--- config.mk ---
export PLATFORM = sky130hd
export DESIGN_NAME = resistive_touch_point_mapper
export DESIGN_NICKNAME = d
export VERILOG_FILES = /design/src/hdl/rtpm_pkg.sv /design/src/hdl/rtpm_serial_div.sv /design/src/hdl/rtpm_serial_mul.sv /design/src/hdl/rtpm_axis_map.sv /design/src/hdl/resistive_touch_point_mapper.sv
export SDC_FILE = /design/constraint.sdc
export NUM_CORES = 1
export LEC_CHECK = 0
export BUFFER_PORTS_ARGS = -buffer_cell sky130_fd_sc_hd__buf_2
export CAP_MARGIN = 10
export CELL_PAD_IN_SITES_DETAIL_PLACEMENT = 1
export CELL_PAD_IN_SITES_GLOBAL_PLACEMENT = 2
export CORE_UTILIZATION = 40
export CTS_BUF_LIST = sky130_fd_sc_hd__clkbuf_8
export DETAILED_ROUTE_END_ITERATION = 16
export GPL_TIMING_DRIVEN = 0
export PLACE_DENSITY = 0.84
export SLEW_MARGIN = 20
export SYNTH_ARGS = -nofsm -noshare
export SYNTH_HDL_FRONTEND = slang
export SYNTH_HIERARCHICAL = 1
export SYNTH_SLANG_ARGS = --single-unit
--- constraint.sdc ---
create_clock -name aclk -period 7.6 [get_ports aclk]
set_clock_uncertainty 0.2 [all_clocks]
set_input_delay 1.9 -clock aclk [delete_from_list [all_inputs] [get_ports aclk]]
set_output_delay 1.9 -clock aclk [all_outputs]
set_load 0.03 [all_outputs]
--- src/hdl/rtpm_pkg.sv ---
// Shared types and constants for the resistive touch point mapper.
// No dependencies; used by every module of the block by scoped names.
`timescale 1ns / 1ps
`default_nettype none

package rtpm_pkg;

    localparam int COORD_W   = 12;
    localparam int CFG_W     = 16;
    localparam int CFG_IDX_W = 4;

    // serial divider: 24-bit dividend, 16-bit divisor, one quotient bit per cycle
    localparam int DIV_W     = 24;
    localparam int DVS_W     = 16;
    localparam int DIV_CNT_W = $clog2(DIV_W);

    // serial multiplier: 12 x 12, one multiplier bit per cycle
    localparam int MUL_W     = 12;
    localparam int PROD_W    = 2 * MUL_W;
    localparam int MUL_CNT_W = $clog2(MUL_W);

    // configuration register indexes
    localparam logic [CFG_IDX_W-1:0] REG_SCREEN_WIDTH  = 4'd0;
    localparam logic [CFG_IDX_W-1:0] REG_SCREEN_HEIGHT = 4'd1;
    localparam logic [CFG_IDX_W-1:0] REG_PRESS_THRESH  = 4'd2;
    localparam logic [CFG_IDX_W-1:0] REG_PRESS_OFFSET  = 4'd3;
    localparam logic [CFG_IDX_W-1:0] REG_X_OFFSET      = 4'd4;
    localparam logic [CFG_IDX_W-1:0] REG_Y_OFFSET      = 4'd5;
    localparam logic [CFG_IDX_W-1:0] REG_X_RANGE       = 4'd6;
    localparam logic [CFG_IDX_W-1:0] REG_Y_RANGE       = 4'd7;

    localparam logic [COORD_W-1:0] FULL_SCALE = 12'd4095;

    // per-axis calibration handed to an axis mapper
    typedef struct packed {
        logic [COORD_W-1:0] size;
        logic [CFG_W-1:0]   offset;
        logic [CFG_W-1:0]   span;
    } axis_cfg_t;

    // handshake between an axis mapper and a serial unit
    typedef struct packed {
        logic start;
    } unit_req_t;

    typedef struct packed {
        logic busy;
        logic done;
    } unit_stat_t;

endpackage

`default_nettype wire

--- src/hdl/rtpm_serial_div.sv ---
// Restoring divider, one quotient bit per cycle.
// Depends on rtpm_pkg.
`timescale 1ns / 1ps
`default_nettype none

module rtpm_serial_div (
    input  wire logic                          aclk,
    input  wire logic                          aresetn,
    input  wire rtpm_pkg::unit_req_t           req,
    input  wire logic [rtpm_pkg::DIV_W-1:0]    dividend,
    input  wire logic [rtpm_pkg::DVS_W-1:0]    divisor,
    output rtpm_pkg::unit_stat_t               stat,
    output logic      [rtpm_pkg::DIV_W-1:0]    quotient
);

    logic                             busy_reg, busy_next;
    logic                             done_reg, done_next;
    logic [rtpm_pkg::DIV_CNT_W-1:0]   cnt_reg, cnt_next;
    logic [rtpm_pkg::DIV_W-1:0]       work_reg, work_next;
    logic [rtpm_pkg::DVS_W-1:0]       rem_reg, rem_next;
    logic [rtpm_pkg::DVS_W-1:0]       dvs_reg, dvs_next;
    logic [rtpm_pkg::DVS_W:0]         shifted;
    logic                             fits;

    assign shifted = {rem_reg, work_reg[rtpm_pkg::DIV_W-1]};
    assign fits    = (shifted >= {1'b0, dvs_reg});

    always_comb begin
        busy_next = busy_reg;
        done_next = 1'b0;
        cnt_next  = cnt_reg;
        work_next = work_reg;
        rem_next  = rem_reg;
        dvs_next  = dvs_reg;
        if (req.start) begin
            busy_next = 1'b1;
            cnt_next  = '0;
            work_next = dividend;
            rem_next  = '0;
            dvs_next  = divisor;
        end else if (busy_reg) begin
            rem_next  = fits ? rtpm_pkg::DVS_W'(shifted - {1'b0, dvs_reg})
                             : shifted[rtpm_pkg::DVS_W-1:0];
            work_next = {work_reg[rtpm_pkg::DIV_W-2:0], fits};
            cnt_next  = cnt_reg + 1'b1;
            if (cnt_reg == rtpm_pkg::DIV_CNT_W'(rtpm_pkg::DIV_W - 1)) begin
                busy_next = 1'b0;
                done_next = 1'b1;
            end
        end
    end

    always_ff @(posedge aclk) begin
        if (!aresetn) begin
            busy_reg <= 1'b0;
            done_reg <= 1'b0;
            cnt_reg  <= '0;
        end else begin
            busy_reg <= busy_next;
            done_reg <= done_next;
            cnt_reg  <= cnt_next;
        end
    end

    always_ff @(posedge aclk) begin
        work_reg <= work_next;
        rem_reg  <= rem_next;
        dvs_reg  <= dvs_next;
    end

    assign stat.busy = busy_reg;
    assign stat.done = done_reg;
    assign quotient  = work_reg;

endmodule

`default_nettype wire

--- src/hdl/rtpm_serial_mul.sv ---
// Shift-and-add multiplier, one multiplier bit per cycle.
// Depends on rtpm_pkg.
`timescale 1ns / 1ps
`default_nettype none

module rtpm_serial_mul (
    input  wire logic                          aclk,
    input  wire logic                          aresetn,
    input  wire rtpm_pkg::unit_req_t           req,
    input  wire logic [rtpm_pkg::MUL_W-1:0]    mplier,
    input  wire logic [rtpm_pkg::MUL_W-1:0]    mcand,
    output rtpm_pkg::unit_stat_t               stat,
    output logic      [rtpm_pkg::PROD_W-1:0]   product
);

    logic                             busy_reg, busy_next;
    logic                             done_reg, done_next;
    logic [rtpm_pkg::MUL_CNT_W-1:0]   cnt_reg, cnt_next;
    logic [rtpm_pkg::MUL_W-1:0]       mplier_reg, mplier_next;
    logic [rtpm_pkg::PROD_W-1:0]      mcand_reg, mcand_next;
    logic [rtpm_pkg::PROD_W-1:0]      acc_reg, acc_next;

    always_comb begin
        busy_next   = busy_reg;
        done_next   = 1'b0;
        cnt_next    = cnt_reg;
        mplier_next = mplier_reg;
        mcand_next  = mcand_reg;
        acc_next    = acc_reg;
        if (req.start) begin
            busy_next   = 1'b1;
            cnt_next    = '0;
            mplier_next = mplier;
            mcand_next  = rtpm_pkg::PROD_W'(mcand);
            acc_next    = '0;
        end else if (busy_reg) begin
            if (mplier_reg[0]) begin
                acc_next = acc_reg + mcand_reg;
            end
            mcand_next  = {mcand_reg[rtpm_pkg::PROD_W-2:0], 1'b0};
            mplier_next = {1'b0, mplier_reg[rtpm_pkg::MUL_W-1:1]};
            cnt_next    = cnt_reg + 1'b1;
            if (cnt_reg == rtpm_pkg::MUL_CNT_W'(rtpm_pkg::MUL_W - 1)) begin
                busy_next = 1'b0;
                done_next = 1'b1;
            end
        end
    end

    always_ff @(posedge aclk) begin
        if (!aresetn) begin
            busy_reg <= 1'b0;
            done_reg <= 1'b0;
            cnt_reg  <= '0;
        end else begin
            busy_reg <= busy_next;
            done_reg <= done_next;
            cnt_reg  <= cnt_next;
        end
    end

    always_ff @(posedge aclk) begin
        mplier_reg <= mplier_next;
        mcand_reg  <= mcand_next;
        acc_reg    <= acc_next;
    end

    assign stat.busy = busy_reg;
    assign stat.done = done_reg;
    assign product   = acc_reg;

endmodule

`default_nettype wire

--- src/hdl/rtpm_axis_map.sv ---
// One axis of the mapper: average, offset, scale and clamp, sequenced over
// a serial divider and a serial multiplier. Depends on rtpm_pkg and both units.
`timescale 1ns / 1ps
`default_nettype none

module rtpm_axis_map #(
    parameter int NUM_SAMPLES = 32
) (
    input  wire logic                                 aclk,
    input  wire logic                                 aresetn,
    input  wire logic                                 start,
    input  wire logic [11+$clog2(NUM_SAMPLES):0]      sum,
    input  wire rtpm_pkg::axis_cfg_t                  cal,
    output logic                                      busy,
    output logic      [rtpm_pkg::COORD_W-1:0]         point
);

    localparam logic [2:0] A_IDLE = 3'd0;
    localparam logic [2:0] A_AVG  = 3'd1;
    localparam logic [2:0] A_DIFF = 3'd2;
    localparam logic [2:0] A_MUL  = 3'd3;
    localparam logic [2:0] A_QUO  = 3'd4;

    logic [2:0]                       state_reg, state_next;
    logic [rtpm_pkg::COORD_W-1:0]     avg_reg, avg_next;
    logic [rtpm_pkg::COORD_W-1:0]     point_reg, point_next;

    rtpm_pkg::unit_req_t              div_req, mul_req;
    rtpm_pkg::unit_stat_t             div_stat, mul_stat;
    logic [rtpm_pkg::DIV_W-1:0]       div_dvd, div_quo;
    logic [rtpm_pkg::DVS_W-1:0]       div_dvs;
    logic [rtpm_pkg::PROD_W-1:0]      mul_prod;
    logic [rtpm_pkg::MUL_W-1:0]       diff;
    logic                             below_off;

    // negative difference clamps to zero, so only avg >= offset is scaled
    assign below_off = ({{(rtpm_pkg::CFG_W - rtpm_pkg::COORD_W){1'b0}}, avg_reg} < cal.offset);
    assign diff      = avg_reg - cal.offset[rtpm_pkg::COORD_W-1:0];

    always_comb begin
        state_next    = state_reg;
        avg_next      = avg_reg;
        point_next    = point_reg;
        div_req.start = 1'b0;
        mul_req.start = 1'b0;
        div_dvd       = rtpm_pkg::DIV_W'(sum);
        div_dvs       = rtpm_pkg::DVS_W'(NUM_SAMPLES);
        unique case (state_reg)
            A_IDLE: begin
                if (start) begin
                    div_req.start = 1'b1;
                    state_next    = A_AVG;
                end
            end
            A_AVG: begin
                if (div_stat.done) begin
                    avg_next   = div_quo[rtpm_pkg::COORD_W-1:0];
                    state_next = A_DIFF;
                end
            end
            A_DIFF: begin
                if (below_off || (cal.span == '0)) begin
                    point_next = '0;
                    state_next = A_IDLE;
                end else begin
                    mul_req.start = 1'b1;
                    state_next    = A_MUL;
                end
            end
            A_MUL: begin
                div_dvd = mul_prod;
                div_dvs = cal.span;
                if (mul_stat.done) begin
                    div_req.start = 1'b1;
                    state_next    = A_QUO;
                end
            end
            A_QUO: begin
                if (div_stat.done) begin
                    if (div_quo > rtpm_pkg::DIV_W'(cal.size)) begin
                        point_next = cal.size;
                    end else begin
                        point_next = div_quo[rtpm_pkg::COORD_W-1:0];
                    end
                    state_next = A_IDLE;
                end
            end
            default: begin
                state_next = A_IDLE;
            end
        endcase
    end

    always_ff @(posedge aclk) begin
        if (!aresetn) begin
            state_reg <= A_IDLE;
        end else begin
            state_reg <= state_next;
        end
    end

    always_ff @(posedge aclk) begin
        avg_reg   <= avg_next;
        point_reg <= point_next;
    end

    rtpm_serial_div u_div (
        .aclk     (aclk),
        .aresetn  (aresetn),
        .req      (div_req),
        .dividend (div_dvd),
        .divisor  (div_dvs),
        .stat     (div_stat),
        .quotient (div_quo)
    );

    rtpm_serial_mul u_mul (
        .aclk    (aclk),
        .aresetn (aresetn),
        .req     (mul_req),
        .mplier  (diff),
        .mcand   (cal.size),
        .stat    (mul_stat),
        .product (mul_prod)
    );

    assign busy  = (state_reg != A_IDLE);
    assign point = point_reg;

endmodule

`default_nettype wire

--- src/hdl/resistive_touch_point_mapper.sv ---
// Top level of the resistive touch point mapper: sample intake, touch test,
// burst accumulation and output register. Depends on rtpm_pkg, rtpm_axis_map.
`timescale 1ns / 1ps
`default_nettype none

// Usage
// - s_* channel: one converter sample set per request (raw x, raw y, z1, z2).
//   A sample is registered on acceptance, then tested for touch and
//   accumulated in the next state. s_ready is high whenever the sequencer is idle.
// - A sample whose offset-corrected pressure is not strictly between the
//   threshold and 4096 clears the running sums and count; nothing is sent.
// - The NUM_SAMPLES-th touched sample in a row starts the two axis mappers
//   (running side by side). Each runs its serial divider for the average,
//   one serial multiply and a second divide, and skips the multiply and the
//   second divide when its span is zero or its average is below its offset.
// - m_* channel: one point per request, held in an output register. New
//   samples are taken while a point waits; a finished burst waits in the
//   mapping state until the output register is free.
// - cfg_* channel: always ready, index per the register list, data in the
//   low bits. Write only while the block is idle.
// - Reset (aresetn low, synchronous) loads register defaults, clears sums,
//   count and any pending point.
module resistive_touch_point_mapper #(
    parameter int NUM_SAMPLES = 32,
    parameter int ROTATION    = 0
) (
    input  wire logic                                aclk,
    input  wire logic                                aresetn,
    // configuration writes
    input  wire logic                                cfg_valid,
    output logic                                     cfg_ready,
    input  wire logic [rtpm_pkg::CFG_IDX_W-1:0]      cfg_index,
    input  wire logic [rtpm_pkg::CFG_W-1:0]          cfg_data,
    // sample requests
    input  wire logic                                s_valid,
    output logic                                     s_ready,
    input  wire logic [rtpm_pkg::COORD_W-1:0]        s_raw_x,
    input  wire logic [rtpm_pkg::COORD_W-1:0]        s_raw_y,
    input  wire logic [rtpm_pkg::COORD_W-1:0]        s_pressure_z1,
    input  wire logic [rtpm_pkg::COORD_W-1:0]        s_pressure_z2,
    // point requests
    output logic                                     m_valid,
    input  wire logic                                m_ready,
    output logic      [rtpm_pkg::COORD_W-1:0]        m_point_x,
    output logic      [rtpm_pkg::COORD_W-1:0]        m_point_y
);

    localparam int SUM_W = 12 + $clog2(NUM_SAMPLES);
    localparam int CNT_W = $clog2(NUM_SAMPLES + 1);

    localparam logic [1:0] ST_IDLE  = 2'd0;
    localparam logic [1:0] ST_PROC  = 2'd1;
    localparam logic [1:0] ST_START = 2'd2;
    localparam logic [1:0] ST_MAP   = 2'd3;

    // configuration registers
    logic [rtpm_pkg::COORD_W-1:0] width_reg, height_reg;
    logic [rtpm_pkg::CFG_W-1:0]   thresh_reg, poff_reg;
    logic [rtpm_pkg::CFG_W-1:0]   xoff_reg, yoff_reg, xrange_reg, yrange_reg;

    logic [1:0]                   state_reg, state_next;
    logic [CNT_W-1:0]             count_reg, count_next, count_inc;
    logic [SUM_W-1:0]             sum_x_reg, sum_x_next;
    logic [SUM_W-1:0]             sum_y_reg, sum_y_next;

    // registered sample
    logic [rtpm_pkg::COORD_W-1:0] rx_reg, ry_reg, z1_reg, z2_reg;

    logic                         m_valid_reg, m_valid_next;
    logic [rtpm_pkg::COORD_W-1:0] m_point_x_reg, m_point_y_reg;

    logic [rtpm_pkg::COORD_W-1:0] z2_inv, press;
    logic [rtpm_pkg::CFG_W-1:0]   z_corr;
    logic                         touched;
    logic [rtpm_pkg::COORD_W-1:0] sx, sy;

    logic                         s_accept, map_start, out_load;
    logic                         x_busy, y_busy;
    logic [rtpm_pkg::COORD_W-1:0] x_point, y_point;
    rtpm_pkg::axis_cfg_t          x_cal, y_cal;

    assign cfg_ready = 1'b1;
    assign s_ready   = (state_reg == ST_IDLE);
    assign s_accept  = s_valid && s_ready;
    assign map_start = (state_reg == ST_START);

    // ---- configuration port ----
    always_ff @(posedge aclk) begin
        if (!aresetn) begin
            width_reg  <= 12'd800;
            height_reg <= 12'd480;
            thresh_reg <= '0;
            poff_reg   <= '0;
            xoff_reg   <= '0;
            yoff_reg   <= '0;
            xrange_reg <= 16'd4095;
            yrange_reg <= 16'd4095;
        end else if (cfg_valid && cfg_ready) begin
            unique case (cfg_index)
                rtpm_pkg::REG_SCREEN_WIDTH:  width_reg  <= cfg_data[rtpm_pkg::COORD_W-1:0];
                rtpm_pkg::REG_SCREEN_HEIGHT: height_reg <= cfg_data[rtpm_pkg::COORD_W-1:0];
                rtpm_pkg::REG_PRESS_THRESH:  thresh_reg <= cfg_data;
                rtpm_pkg::REG_PRESS_OFFSET:  poff_reg   <= cfg_data;
                rtpm_pkg::REG_X_OFFSET:      xoff_reg   <= cfg_data;
                rtpm_pkg::REG_Y_OFFSET:      yoff_reg   <= cfg_data;
                rtpm_pkg::REG_X_RANGE:       xrange_reg <= cfg_data;
                rtpm_pkg::REG_Y_RANGE:       yrange_reg <= cfg_data;
                default: ;
            endcase
        end
    end

    // ---- touch test on the registered sample ----
    // 4095 - z2 is the bitwise inverse of a 12-bit value
    assign z2_inv  = ~z2_reg;
    assign press   = (z1_reg > z2_inv) ? z1_reg : z2_inv;
    assign z_corr  = rtpm_pkg::CFG_W'(press) - poff_reg;
    assign touched = (z_corr > thresh_reg) &&
                     (z_corr[rtpm_pkg::CFG_W-1:rtpm_pkg::COORD_W] == '0);

    // ---- build-time rotation ----
    always_comb begin
        case (ROTATION[1:0])
            2'd0: begin
                sx = rtpm_pkg::FULL_SCALE - rx_reg;
                sy = rtpm_pkg::FULL_SCALE - ry_reg;
            end
            2'd1: begin
                sx = rtpm_pkg::FULL_SCALE - ry_reg;
                sy = rx_reg;
            end
            2'd2: begin
                sx = rx_reg;
                sy = ry_reg;
            end
            default: begin
                sx = ry_reg;
                sy = rtpm_pkg::FULL_SCALE - rx_reg;
            end
        endcase
    end

    assign count_inc = count_reg + 1'b1;
    assign out_load  = (state_reg == ST_MAP) && !x_busy && !y_busy &&
                       (!m_valid_reg || m_ready);

    // ---- sequencer ----
    always_comb begin
        state_next   = state_reg;
        count_next   = count_reg;
        sum_x_next   = sum_x_reg;
        sum_y_next   = sum_y_reg;
        m_valid_next = m_valid_reg;
        if (m_valid_reg && m_ready) begin
            m_valid_next = 1'b0;
        end
        unique case (state_reg)
            ST_IDLE: begin
                if (s_accept) begin
                    state_next = ST_PROC;
                end
            end
            ST_PROC: begin
                if (!touched) begin
                    sum_x_next = '0;
                    sum_y_next = '0;
                    count_next = '0;
                    state_next = ST_IDLE;
                end else begin
                    sum_x_next = sum_x_reg + SUM_W'(sx);
                    sum_y_next = sum_y_reg + SUM_W'(sy);
                    count_next = count_inc;
                    state_next = (count_inc == CNT_W'(NUM_SAMPLES)) ? ST_START : ST_IDLE;
                end
            end
            ST_START: begin
                state_next = ST_MAP;
            end
            ST_MAP: begin
                if (out_load) begin
                    m_valid_next = 1'b1;
                    sum_x_next   = '0;
                    sum_y_next   = '0;
                    count_next   = '0;
                    state_next   = ST_IDLE;
                end
            end
            default: begin
                state_next = ST_IDLE;
            end
        endcase
    end

    always_ff @(posedge aclk) begin
        if (!aresetn) begin
            state_reg   <= ST_IDLE;
            count_reg   <= '0;
            sum_x_reg   <= '0;
            sum_y_reg   <= '0;
            m_valid_reg <= 1'b0;
        end else begin
            state_reg   <= state_next;
            count_reg   <= count_next;
            sum_x_reg   <= sum_x_next;
            sum_y_reg   <= sum_y_next;
            m_valid_reg <= m_valid_next;
        end
    end

    always_ff @(posedge aclk) begin
        if (s_accept) begin
            rx_reg <= s_raw_x;
            ry_reg <= s_raw_y;
            z1_reg <= s_pressure_z1;
            z2_reg <= s_pressure_z2;
        end
        if (out_load) begin
            m_point_x_reg <= x_point;
            m_point_y_reg <= y_point;
        end
    end

    // ---- axis mappers ----
    assign x_cal.size   = width_reg;
    assign x_cal.offset = xoff_reg;
    assign x_cal.span   = xrange_reg;
    assign y_cal.size   = height_reg;
    assign y_cal.offset = yoff_reg;
    assign y_cal.span   = yrange_reg;

    rtpm_axis_map #(
        .NUM_SAMPLES (NUM_SAMPLES)
    ) u_map_x (
        .aclk    (aclk),
        .aresetn (aresetn),
        .start   (map_start),
        .sum     (sum_x_reg),
        .cal     (x_cal),
        .busy    (x_busy),
        .point   (x_point)
    );

    rtpm_axis_map #(
        .NUM_SAMPLES (NUM_SAMPLES)
    ) u_map_y (
        .aclk    (aclk),
        .aresetn (aresetn),
        .start   (map_start),
        .sum     (sum_y_reg),
        .cal     (y_cal),
        .busy    (y_busy),
        .point   (y_point)
    );

    assign m_valid   = m_valid_reg;
    assign m_point_x = m_point_x_reg;
    assign m_point_y = m_point_y_reg;

    // ---- assertions ----
    a_count_below_burst: assert property (@(posedge aclk) disable iff (!aresetn)
        (state_reg == ST_IDLE) |-> (count_reg < CNT_W'(NUM_SAMPLES)))
        else $error("burst count reached full length while idle");

    a_untouched_clears: assert property (@(posedge aclk) disable iff (!aresetn)
        (state_reg == ST_PROC && !touched) |=> (count_reg == '0 && sum_x_reg == '0
                                                && sum_y_reg == '0))
        else $error("untouched sample left burst state behind");

    a_start_axes_idle: assert property (@(posedge aclk) disable iff (!aresetn)
        map_start |-> (!x_busy && !y_busy))
        else $error("axis mapper started while busy");

    a_map_runs: assert property (@(posedge aclk) disable iff (!aresetn)
        map_start |=> (x_busy && y_busy))
        else $error("axis mappers did not start");

    a_point_clamped: assert property (@(posedge aclk) disable iff (!aresetn)
        m_valid |-> (m_point_x <= width_reg && m_point_y <= height_reg))
        else $error("point exceeds screen size");

endmodule

`default_nettype wire
==> results.ini <==
[logic_synthesis]
synth_area_um2 = 29800
ys_warn_count = 6
syn_nets = 3367
syn_inst = 3089
syn_avg_cell_area_um2 = 9.64

[placed_design]
gp_congestion = 0.883
io_buffer_count = 86
dpl_cell_area_um2 = 31500
dp_hpwl_mm = 68.1

[setup_path]
path_class = reg -> reg
path_max_fanout = 10
endpoint = sum_x_reg[15]
crit_arrival_ps = 7690
timing.rr.end = sum_x_reg[15]
cp_num_cells = 29
start_kind = flip-flop
critPathSlowestCell = a2111o_1
path_delay_family = compound AO/OA/AOI/OAI gates
rr_worst_depth = 29
worstReg2RegStart = z2_reg[1]
cp_slowest_stage_delay_ps = 560
path_buf_inv = 2
crit_required_ps = 8030
worstSetupEndpointType = flip-flop
startpoint = z2_reg[1]
ff2ff_setup_slack_ps = 340

[clocking]
cts_buffers = 98
cts_max_level = 3
clockBufferDepth = 3
tritoncts = yes
clk_pin_slew_ps = 60
clk_latency_ps = 700
cts_hold_buf = 0
cts_root_buf = clkbuf_8
cts_num_sinks = 547

[sta]
max_slew.worst_pin.slew_ps = 1100
rsz0062_at_grt = false
slew-limit-headroom = 0.264
hold_violations = 0
fin_crit_sh = 0.956
setup_viol = 0
fin_crit_ps = 7260
final_max_slew_viol_count = 0
max_freq_mhz = 138

[status]
violations = design-rule violations
status = finished, violations left

[global_route]
grt_usage = 0.236
antenna_found_initial = 1
grt_max_degree = 35
grt_overflow = 0
grt_pass1_wl_mm = 139
grt_pass1_vias = 25000

[power]
leakage_nw = 13.7
peakVddDrop_v = 0.000131
power_density_nw_per_um2 = 214

[drt]
avgViaCountPerCell = 5.49
via_count = 23700
wire_per_inst_um = 20.6
drtAntennaViolNets = 0
drtIter0Drc = 1348
route.detailed.drc = 4
routed_wl_mm = 89.0
first_pass_iters = 10

[final_layout]
design_area_um2 = 33500
fin_util = 0.457
final_nets = 3562
drive_gt1_frac = 0.128
layout-area-overhead-vs-synth_pct = 12.5

[min_path]
min_path_type = reg -> reg
hold_start = u_map_x/point[7]

[die]
die_y_um = 275
io_pins = 100
num_rows = 99
initial_core_util = 0.406
dieArea_um2 = 75500
coreArea_um2 = 73300
die_w_um = 275

[flow_run]
max-cap-violations = 0

==> per-stage QoR <==
| step | TNS, ps | cells | hold WS (ps) | setup WS, ps | power, mW |
|---|---|---|---|---|---|
| after floorplan | 0 | 3089 | 200 | 1610 | 4.15 |
| after global placement | -48020 | 4134 | 203 | -1410 | 4.41 |
| after detailed placement | -3050 | 4141 | 208 | -312 | 4.47 |
| after CTS | 0 | 4323 | 216 | 25.3 | 7.26 |
| after global routing | 0 | 4326 | 218 | 2.54 | 7.53 |
| final | 0 | 4327 | 210 | 338 | 7.19 |
==> placed cells by master, fill, tap and decap left out, types with 34 or more instances in the layout <==
cell	n
edfxtp_1	248
mux2_2	92
dfxtp_1	299
nor2b_1	34
buf_2	101
o21ai_0	83
xor2_1	57
a21o_1	54
nand3_1	68
inv_1	238
nand2_1	425
nor2_1	223
clkbuf_1	95
xnor2_1	61
a21oi_1	228
clkbuf_8	114
mux2i_1	107
ha_1	196
and3_1	67
==> metal layers <==
metal  vias to the layer above  track usage  wire (um)
met1                     11700        0.320      41800
met5                         -            0          0
met2                       484        0.380      40600
met3                       165       0.0310       3660
met4                         0       0.0948       2910
li1                      11400            -          -
==> how the worst min path moves through the flow <==
stage	end	slack [ps]	cells past startpoint
detailed placement	m_point_x[0]	210	0
CTS	m_point_x[8]	220	0
floorplan	m_point_x[0]	200	0
finish	m_point_x[7]	210	0
global placement	m_point_x[1]	200	0
global route	m_point_y[3]	220	0
==> worst register-to-register path, delay by kind of cell, from the launching register on <==
kind	cells	cell delay, ps
XOR/XNOR	1	150
flip-flops	1	400
AO/OA/AOI/OAI	12	2990
adder cells (fa/ha/maj)	4	1280
buffers and inverters	2	520
AND/OR/NAND/NOR	10	1700
==> timing repair <==
action,4_1_cts,5_1_grt
setup buffers,0,2
setup endpoints to repair,19,39
cloned,0,0
pin swaps,0,1
gates resized for setup,2,6
==> where the power goes <==
group	switching, mW	total (mW)	leakage [nW]	internal (mW)
combinational	0.681	1.16	7.91	0.482
clock	1.29	2.76	1.15	1.47
sequential	0.0938	3.26	4.59	3.17
==> final cells by class <==
type / instances / area, um2
Inverter: 202 / 758
Multi-Input combinational cell: 2196 / 15000
Fill cell: 8367 / 39800
Clock inverter: 68 / 379
Timing Repair Buffer: 95 / 513
Tap cell: 959 / 1200
Antenna cell: 2 / 5.00
Clock buffer: 114 / 1570
Sequential cell: 547 / 13400
Buffer: 144 / 667
Note: power is estimated with default switching activity, not from simulation.
